`src/rtl/osr_pkg.sv`:
```
package osr_pkg;

  // list geometry
  localparam int DEPTH = 16;
  localparam int IDX_W = (DEPTH > 1) ? $clog2(DEPTH) : 1;
  localparam int CNT_W = $clog2(DEPTH + 1);

  // fixed field widths
  localparam int FUNC_W  = 2;
  localparam int VALUE_W = 32;
  localparam int POS_W   = 8;
  localparam int STAT_W  = 2;
  localparam int FOUND_W = 4;
  localparam int FILL_W  = 5;

  // width used to compare a position against the count
  localparam int CMP_W = CNT_W + POS_W;

  // operation codes
  localparam logic [FUNC_W-1:0] FUNC_APPEND = 2'd0;
  localparam logic [FUNC_W-1:0] FUNC_SEARCH = 2'd1;
  localparam logic [FUNC_W-1:0] FUNC_REMOVE = 2'd2;
  localparam logic [FUNC_W-1:0] FUNC_UNUSED = 2'd3;

  // status codes
  localparam logic [STAT_W-1:0] ST_OK        = 2'd0;
  localparam logic [STAT_W-1:0] ST_NOT_FOUND = 2'd1;
  localparam logic [STAT_W-1:0] ST_BAD_INDEX = 2'd2;
  localparam logic [STAT_W-1:0] ST_FULL      = 2'd3;

  // per-cell control
  typedef struct packed {
    logic active; // cell index is below the fill count
    logic load;   // take the appended value
    logic shift;  // take the neighbor's entry
  } cell_ctrl_t;

endpackage

```
`src/rtl/osr_cell.sv`:
```
module osr_cell (
  input  logic                                clk,
  input  osr_pkg::cell_ctrl_t                 ctrl,
  input  logic signed [osr_pkg::VALUE_W-1:0]  append_data,
  input  logic signed [osr_pkg::VALUE_W-1:0]  next_data,
  input  logic signed [osr_pkg::VALUE_W-1:0]  key,
  output logic signed [osr_pkg::VALUE_W-1:0]  entry,
  output logic                                match
);

  logic signed [osr_pkg::VALUE_W-1:0] entry_r;
  logic signed [osr_pkg::VALUE_W-1:0] entry_nxt;

  always_comb begin
    priority if (ctrl.shift) begin
      entry_nxt = next_data;
    end else if (ctrl.load) begin
      entry_nxt = append_data;
    end else begin
      entry_nxt = entry_r;
    end
  end

  always_ff @(posedge clk) begin
    entry_r <= entry_nxt;
  end

  assign entry = entry_r;
  assign match = ctrl.active && (entry_r == key);

endmodule

```
`src/rtl/osr_lowest.sv`:
```
module osr_lowest (
  input  logic [osr_pkg::DEPTH-1:0] hits,
  output logic                      any_hit,
  output logic [osr_pkg::IDX_W-1:0] index
);

  always_comb begin
    index = '0;
    for (int i = osr_pkg::DEPTH - 1; i >= 0; i--) begin
      if (hits[i]) begin
        index = osr_pkg::IDX_W'(i);
      end
    end
  end

  assign any_hit = |hits;

endmodule

```
`src/rtl/ordered_list_search_remove.sv`:
```
// Ordered list with linear search and removal by index.
// Input channel (in_valid/in_ready) carries one request: in_func selects
// append (store in_value after the last entry), search (lowest index whose
// entry equals in_value) or remove (delete entry in_position, later entries
// move down one place). Result channel (out_valid/out_ready) returns one
// response per request: out_status, out_found_index, out_fill_count.
// The entries live in a row of cells; in the same cycle every active cell
// compares against the key and, on a remove, each cell at or above
// in_position copies its upper neighbor, so a new request is accepted every
// cycle while the output register is free. out_valid rises the cycle after acceptance.
// The result sits in an output register: while it waits, in_ready stays
// high only if out_ready is high in the same cycle, so a stalled receiver
// holds the input side with no request lost.
// Reset (rst_n low, synchronous) empties the list and drops any pending
// result. Entries themselves are not cleared; only entries below the fill
// count are ever read.
module ordered_list_search_remove (
  input  logic                               clk,
  input  logic                               rst_n,
  input  logic                               in_valid,
  output logic                               in_ready,
  input  logic [osr_pkg::FUNC_W-1:0]         in_func,
  input  logic signed [osr_pkg::VALUE_W-1:0] in_value,
  input  logic [osr_pkg::POS_W-1:0]          in_position,
  output logic                               out_valid,
  input  logic                               out_ready,
  output logic [osr_pkg::STAT_W-1:0]         out_status,
  output logic [osr_pkg::FOUND_W-1:0]        out_found_index,
  output logic [osr_pkg::FILL_W-1:0]         out_fill_count
);

  localparam int D = osr_pkg::DEPTH;

  logic                        fire;
  logic [osr_pkg::CNT_W-1:0]   count_r, count_nxt;
  logic                        out_valid_r, out_valid_nxt;
  logic [osr_pkg::STAT_W-1:0]  status_r, status_nxt;
  logic [osr_pkg::IDX_W-1:0]   index_r, index_nxt;

  logic signed [osr_pkg::VALUE_W-1:0] entry [D];
  logic [D-1:0]                       hits;
  osr_pkg::cell_ctrl_t                ctrl [D];
  logic                               any_hit;
  logic [osr_pkg::IDX_W-1:0]          hit_index;

  logic is_append, is_remove, full, pos_ok;

  // handshake: output register frees up when the receiver takes it
  assign in_ready = !out_valid_r || out_ready;
  assign fire     = in_valid && in_ready;

  assign is_append = (in_func == osr_pkg::FUNC_APPEND);
  assign is_remove = (in_func == osr_pkg::FUNC_REMOVE);
  assign full      = (count_r == osr_pkg::CNT_W'(D));
  assign pos_ok    = osr_pkg::CMP_W'(in_position) < osr_pkg::CMP_W'(count_r);

  // cell row; cell i copies cell i+1 on a remove at or below i
  for (genvar i = 0; i < D; i++) begin : g_cell
    logic signed [osr_pkg::VALUE_W-1:0] next_data;

    if (i == D - 1) begin : g_last
      assign next_data = entry[i];
    end else begin : g_mid
      assign next_data = entry[i+1];
    end

    assign ctrl[i].active = osr_pkg::CNT_W'(i) < count_r;
    assign ctrl[i].load   = fire && is_append && !full &&
                            (osr_pkg::CNT_W'(i) == count_r);
    assign ctrl[i].shift  = fire && is_remove && pos_ok &&
                            (osr_pkg::CMP_W'(i) >= osr_pkg::CMP_W'(in_position));

    osr_cell u_cell (
      .clk         (clk),
      .ctrl        (ctrl[i]),
      .append_data (in_value),
      .next_data   (next_data),
      .key         (in_value),
      .entry       (entry[i]),
      .match       (hits[i])
    );
  end

  osr_lowest u_lowest (
    .hits    (hits),
    .any_hit (any_hit),
    .index   (hit_index)
  );

  // response and count update
  always_comb begin
    count_nxt     = count_r;
    status_nxt    = status_r;
    index_nxt     = index_r;
    out_valid_nxt = out_valid_r && !out_ready;
    if (fire) begin
      out_valid_nxt = 1'b1;
      index_nxt     = '0;
      unique case (in_func)
        osr_pkg::FUNC_APPEND: begin
          if (full) begin
            status_nxt = osr_pkg::ST_FULL;
          end else begin
            status_nxt = osr_pkg::ST_OK;
            count_nxt  = count_r + 1'b1;
          end
        end
        osr_pkg::FUNC_SEARCH: begin
          if (any_hit) begin
            status_nxt = osr_pkg::ST_OK;
            index_nxt  = hit_index;
          end else begin
            status_nxt = osr_pkg::ST_NOT_FOUND;
          end
        end
        osr_pkg::FUNC_REMOVE: begin
          if (pos_ok) begin
            status_nxt = osr_pkg::ST_OK;
            count_nxt  = count_r - 1'b1;
          end else begin
            status_nxt = osr_pkg::ST_BAD_INDEX;
          end
        end
        osr_pkg::FUNC_UNUSED: begin
          status_nxt = osr_pkg::ST_BAD_INDEX;
        end
        default: begin
          status_nxt = osr_pkg::ST_BAD_INDEX;
        end
      endcase
    end
  end

  always_ff @(posedge clk) begin
    if (!rst_n) begin
      count_r     <= '0;
      out_valid_r <= 1'b0;
    end else begin
      count_r     <= count_nxt;
      out_valid_r <= out_valid_nxt;
    end
    status_r <= status_nxt;
    index_r  <= index_nxt;
  end

  assign out_valid       = out_valid_r;
  assign out_status      = status_r;
  assign out_found_index = osr_pkg::FOUND_W'(index_r);
  assign out_fill_count  = osr_pkg::FILL_W'(count_r);

  // fill count never passes the list depth
  a_count_bound: assert property (@(posedge clk) disable iff (!rst_n)
    count_r <= osr_pkg::CNT_W'(D))
    else $error("fill count above depth");

  // a successful append grows the list by one
  a_append_grow: assert property (@(posedge clk) disable iff (!rst_n)
    fire && is_append && !full |=> count_r == $past(count_r) + 1'b1)
    else $error("append did not grow list");

  // a successful remove shrinks the list by one
  a_remove_shrink: assert property (@(posedge clk) disable iff (!rst_n)
    fire && is_remove && pos_ok |=> count_r == $past(count_r) - 1'b1)
    else $error("remove did not shrink list");

  // only a successful search reports a nonzero index
  a_index_zero: assert property (@(posedge clk) disable iff (!rst_n)
    out_valid_r && status_r != osr_pkg::ST_OK |-> index_r == '0)
    else $error("index set on failed request");

  // input side is held only by a waiting response
  a_ready: assert property (@(posedge clk) disable iff (!rst_n)
    !in_ready |-> out_valid_r)
    else $error("input stalled with no pending response");

endmodule

```
`config.mk`:
```
export PLATFORM = sky130hd
export DESIGN_NAME = ordered_list_search_remove
export DESIGN_NICKNAME = d
export VERILOG_FILES = /design/src/rtl/osr_pkg.sv /design/src/rtl/osr_cell.sv /design/src/rtl/osr_lowest.sv /design/src/rtl/ordered_list_search_remove.sv
export SDC_FILE = /design/constraint.sdc
export NUM_CORES = 1
export LEC_CHECK = 0
export ABC_CLOCK_PERIOD_IN_PS = 8580
export BUFFER_PORTS_ARGS = -buffer_cell sky130_fd_sc_hd__buf_2
export CAP_MARGIN = 20
export CORE_MARGIN = 2
export CORE_UTILIZATION = 30
export DETAILED_ROUTE_END_ITERATION = 8
export MAX_ROUTING_LAYER = met4
export SETUP_SLACK_MARGIN = 0.15
export SYNTH_ARGS = -nofsm -noshare
export SYNTH_HDL_FRONTEND = slang
export SYNTH_SLANG_ARGS = --single-unit
```
`constraint.sdc`:
```
create_clock -name clk -period 8.58 [get_ports clk]
set_input_delay 2.574 -clock clk [delete_from_list [all_inputs] [get_ports clk]]
set_output_delay 2.574 -clock clk [all_outputs]
set_load 0.01 [all_outputs]
```
-- After elaboration in Yosys (flattened, before gate mapping)
Index checks and enable logic that the tools add are counted.
- $lt $le $gt $ge: 33
- reductions and logical operators: 83
- eq/ne operators: 37
- add/subtract/negate cells: 2
- multiplexer cells: 53
- bitwise logic cells: 3
- operators with widths (kind ; count):
    $mux W32 ; 30
    $eq A32 B32 Y1 ; 16
    $ge A4 B8 Y1 const A ; 8
    $logic_and A1 B1 Y1 ; 54
    $eq A4 B5 Y1 const A ; 8
    $lt A4 B5 Y1 const A ; 8
    $ge A3 B8 Y1 const A ; 4
    $mux W4 ; 8
    $reduce_bool A2 Y1 ; 16
    $eq A3 B5 Y1 const A ; 4
    $lt A3 B5 Y1 const A ; 4
    $ge A1 B8 Y1 const A ; 2
    $ge A2 B8 Y1 const A ; 2
    $reduce_or A16 Y1 ; 1
    $mux W3 ; 4
    $eq A2 B5 Y1 const A ; 2
    $lt A1 B5 Y1 const A ; 2
    $lt A2 B5 Y1 const A ; 2
    $mux W5 ; 2
    $pmux W5 S2 ; 1
    $reduce_or A10 Y1 ; 1
    $lt A8 B5 Y1 ; 1
    $mux W2 ; 4
    $pmux W2 S4 ; 1
    other kinds (19) ; 26
- bits of input ports: 46
- register bits after elaboration: 524
- word-level logic and storage cells: 234
- output and inout port bits: 13

-- Logic depth before layout (Yosys ltp)
- word-level depth: 17
- mapped depth: 15
- depth with buffers taken out: 11

-- Cells and area by module
From an unflattened synthesis, not the netlist that was laid out.
- cells, all modules: 2006
- area, all modules: 28656.2 µm²
- modules (own cells, without submodules) (module ; cells each ; sequential area each (µm²) ; area an instance (µm²) ; instances):
    osr_cell ; 113 ; 960.9 ; 1702.9 ; 16
    ordered_list_search_remove ; 164 ; 300.3 ; 1233.7 ; 1
    osr_lowest ; 34 ; 0.0 ; 176.4 ; 1

-- Least setup slack after synthesis
OpenSTA, ideal clock, no wires.
- path type: input port to flip-flop
- start point: input in_position[1] (netlist name)
- end point: register g_cell[7].u_cell.entry_r (netlist bit g_cell[7].u_cell.entry[0]) (enable)
- buffers on the path: 0
- arrival time: 6.531 ns
- path slack: 1.583 ns
- stages: 8
- setup time: 0.466 ns
- data required time: 8.114 ns
- path through: ha_1 o21ai_1 nand2b_1 a21o_1 a21o_1 a211o_1 or4b_2 o21ai_0
- cells in the longest elaborated chain, start to end: 4
- elaborated cells on any way between the ends: 5
- classes of those cells: order compare (2); reduce/logical (3)
- ends and longest elaborated chain (element ; line ; source):
    start, declared ; ordered_list_search_remove.sv:24 ; input logic [osr_pkg::POS_W-1:0] in_position,
    $lt A8 B5 Y1 ; ordered_list_search_remove.sv:55 ; assign pos_ok = osr_pkg::CMP_W'(in_position) < osr_pkg::CMP_W'(count_r);
    $logic_and A1 B1 Y1 ; ordered_list_search_remove.sv:70 ; assign ctrl[i].shift = fire && is_remove && pos_ok &&
    $logic_and A1 B1 Y1 * ; ordered_list_search_remove.sv:70 ;
    $reduce_bool A2 Y1 (no source line) * ; - ;
    end signal, assigned ; osr_cell.sv:25 ; entry_r <= entry_nxt;
    end, declared ; osr_cell.sv:11 ; logic signed [osr_pkg::VALUE_W-1:0] entry_r;
Every way passes the cells marked *; elsewhere a longest branch is shown, timed or not.
A chain may end at the register's enable or synchronous reset.

-- Worst setup path after layout
- start point: input in_position[1] (netlist name)
- end point: register g_cell[2].u_cell.entry_r (netlist bit g_cell[2].u_cell.entry[25]) (enable)
- cells in the longest elaborated chain, start to end: 4
- elaborated cells on any way between the ends: 5
- classes of those cells: order compare (2); reduce/logical (3)
- ends and longest elaborated chain (element ; line):
    $lt A8 B5 Y1 ; ordered_list_search_remove.sv:55
    $logic_and A1 B1 Y1 ; ordered_list_search_remove.sv:70
    $logic_and A1 B1 Y1 * ; ordered_list_search_remove.sv:70
    $reduce_bool A2 Y1 (no source line) * ; -
    end signal, assigned ; osr_cell.sv:25
    end, declared ; osr_cell.sv:11
Marks and branches as above.

==> results.yml <==
synth:
  syn_nets: 2229
  synth_area_sq_um: 28500
  synth-adder-area-share_pct: 0.3950
  synth_edf_count: 518
  synth_top_family_by_area: "multiplexers"
  netlist_instances: 2174
  yosys.area_share.simple_pct: 7.699
  synthTopCellsByArea: "edfxtp_1 55%, mux2_2 15%, xnor2_1 8.2%"
  ys_ff_latch: 524
  synth_common_cells: "518 x edfxtp_1, 387 x mux2_2, 267 x xnor2_1"
  yosysTopAreaCell: "edfxtp_1"
  yosysMostFrequentCell: "edfxtp_1"
  synth_top_flop_cell: "edfxtp_1"
  muxShareOfSynthArea_pct: 16.47
  synth_compound_area_share_pct: 1.633
  synth-async-reset-ratio_pct: 0
  yosysUniqueCellTypes: 58
  syn_avg_cell_area_sq_um: 13.11
  synth_xor_area_share_pct: 15.85
  ys_seq_area_share_pct: 54.99
  yosysTopAreaCellShare_pct: 54.57
  yosys_warnings: 0
grt:
  track_usage_pct: 17.59
  overflow: 0
  grt_max_degree: 37
  grt_pass1_wl_microns: 124400
  grt_pass1_vias: 17980
  antenna_found_initial: 4
setup_path:
  required_ns: 8.82
  crit_type: "input pin to flip-flop"
  slowest_delay_ns: 0.73
  timing.rr.start: "out_fill_count[1]$_SDFFE_PN0P_"
  critical_path_arrival_ns: 6.95
  critPathLaunch: "in_position[1]"
  cpMaxStageDelayCell: "or4b_1"
  path_cells: "buf_2 -> ha_1 -> o21ai_1 -> nand2b_1 -> a21o_1 -> a21o_1 -> a211o_1 -> or4b_1 -> or3_1 -> buf_4 -> a21oi_4 -> buf_4 -> a31o_2"
  cp-start-kind: "input pin"
  worstSetupEndpointType: "flip-flop"
  ff2ff_path_depth: 13
  worstPathMaxFanout: 36
clocking:
  clk_latency_ns: 0.64
  root_buffer: "clkbuf_16"
  clk_pin_slew_worst_paths_ns: 0.06
  post_cts_resized: 0
  cts_sinks: 524
  cts_setup_buffers: 0
  cts_buffer_depth: 3
  cts_buffers: 58
  htree_num_levels: 2
  cts_hold_buf: 0
  cts_tree: "done"
timing:
  whs_ns: 0.5398
  fmax_mhz: 149.2
  min_period_ns: 6.703
  slew_headroom_pct: 14.48
  finalSetupViolations: 0
  tightest_slew_ns: 1.273
  rsz0062_at_grt: "no"
  setup-tns-final_ns: 0
  hold_viol_final: 0
  report.final.slew_viol_count: 0
  skew_ns: 0.03537
  period_share_pct: 78.12
detailed_routing:
  vias_per_cell: 5.034
  drc: 0
  drtPass1Iterations: 5
  vias: 17570
  ant_nets: 0
  wire_per_inst_microns: 24.51
  drt_iter0_markers: 1591
  wl_microns: 85520
status:
  outcome: "complete, no violations"
placed_design:
  routabilityCongestion: 0.9011
  dpl_cell_area_sq_um: 30220
  io_buffers: 58
  hpwlAfterDp_microns: 60740
die:
  coreArea_sq_um: 94590
  die_y_microns: 312.2
  io_pins: 59
  core.rowCount: 113
  die-area_sq_um: 97500
  die_w_microns: 312.2
  initial_core_util_pct: 30.14
power:
  p_leak_nw: 10.40
  vdd_drop_max_v: 0.0001446
  p_per_area_nw_per_um2: 179.7
min_path:
  hold_depth: 2
  hp-class: "flip-flop to flip-flop"
  hp-start: "out_valid$_SDFF_PN0_"
finish:
  utilization_pct: 33.95
  drive_gt1_share_pct: 28.31
  fin_area_sq_um: 32110
  nets: 2231
  syn2layout_area_growth_pct: 12.65
run:
  maxCapViolations: 0
==> cell families (layout without fill, tap and decap cells) <==
family / Yosys count / count (layout)
mux: 417 / 417
compound gates: 62 / 62
fa+ha+maj: 9 / 9
xor+xnor: 516 / 516
other cells: 0 / 2
simple gates: 443 / 443
flops: 524 / 524
buf+inv: 203 / 251
==> sequential cells by signal, summed over array words and instances, names as in the netlist <==
register	cells
g_cell.u_cell.entry	512
out_fill_count	5
out_found_index	4
out_status	2
out_valid	1
==> path summary, 6_finish.rpt <==
path	endpoint	slack, ns
worst max-delay path	g_cell[2].u_cell.entry[25]$_DFFE_PP_	1.88
worst min-delay path	out_valid$_SDFF_PN0_	0.54
worst max register to register	g_cell[2].u_cell.entry[25]$_DFFE_PP_	3.07
worst min register to register	out_valid$_SDFF_PN0_	0.54
==> stage by stage <==
stage	total power, mW	setup WS, ns	instances
2_1_floorplan	3.179	1.583	2174
3_3_place_gp	3.330	1.338	3379
3_5_place_dp	3.337	1.272	3379
4_1_cts	5.794	1.945	3485
5_1_grt	5.927	1.735	3489
6_report	5.769	1.877	3489
==> worst max-delay path, delay by kind of cell <==
family | cells | cell delay [ns]
AO/OA/AOI/OAI | 6 | 1.66
adder cells (fa/ha/maj) | 1 | 0.32
buffers and inverters | 3 | 1.11
AND/OR/NAND/NOR | 3 | 1.22
==> routing by layer <==
metal	wire, microns	GRT usage [%]	up-vias	part of all wire, %
met3	4745	2.376	121	5.5
met1	37750	23.21	9047	44
li1	-	-	7856	-
met4	1823	4.480	0	2.1
met2	41200	28.52	541	48
met5	0	-	-	0
==> cell usage in the layout, fill, tap and decap left out, drive strengths merged, types with 3 or more instances in the layout <==
cell and n:
a2111oi 5, a21o 3, a21oi 16, a31o 10
a31oi 5, and2 4, buf 135, bufinv 4
clkbuf 83, clkinv 19, dfxtp 6, edfxtp 518
ha 9, inv 10, mux2 416, nand2 208
nand2b 5, nand3 20, nand4 77, nor2 19
nor2b 3, nor3 19, nor4 70, o21ai 11
or3 5, or4 4, xnor2 267, xor2 249
==> cell type report <==
cell class	instances	area (sq um)
Clock inverter	23	231.5
Antenna cell	2	5.005
Tap cell	1265	1583
Fill cell	9162	62480
Sequential cell	524	15680
Clock buffer	83	1628
Inverter	10	37.54
Timing Repair Buffer	135	878.3
Multi-Input combinational cell	1447	12070
==> power breakdown <==
group          leakage (nW)  switching (mW)  internal [mW]  total, mW
Combinational          4.78           0.279          0.179      0.458
Sequential             4.71         0.00944           2.82       2.83
Clock                 0.906            1.05           1.43       2.48
Total                  10.4            1.33           4.43       5.77
Power figures use the tool's default switching activity.
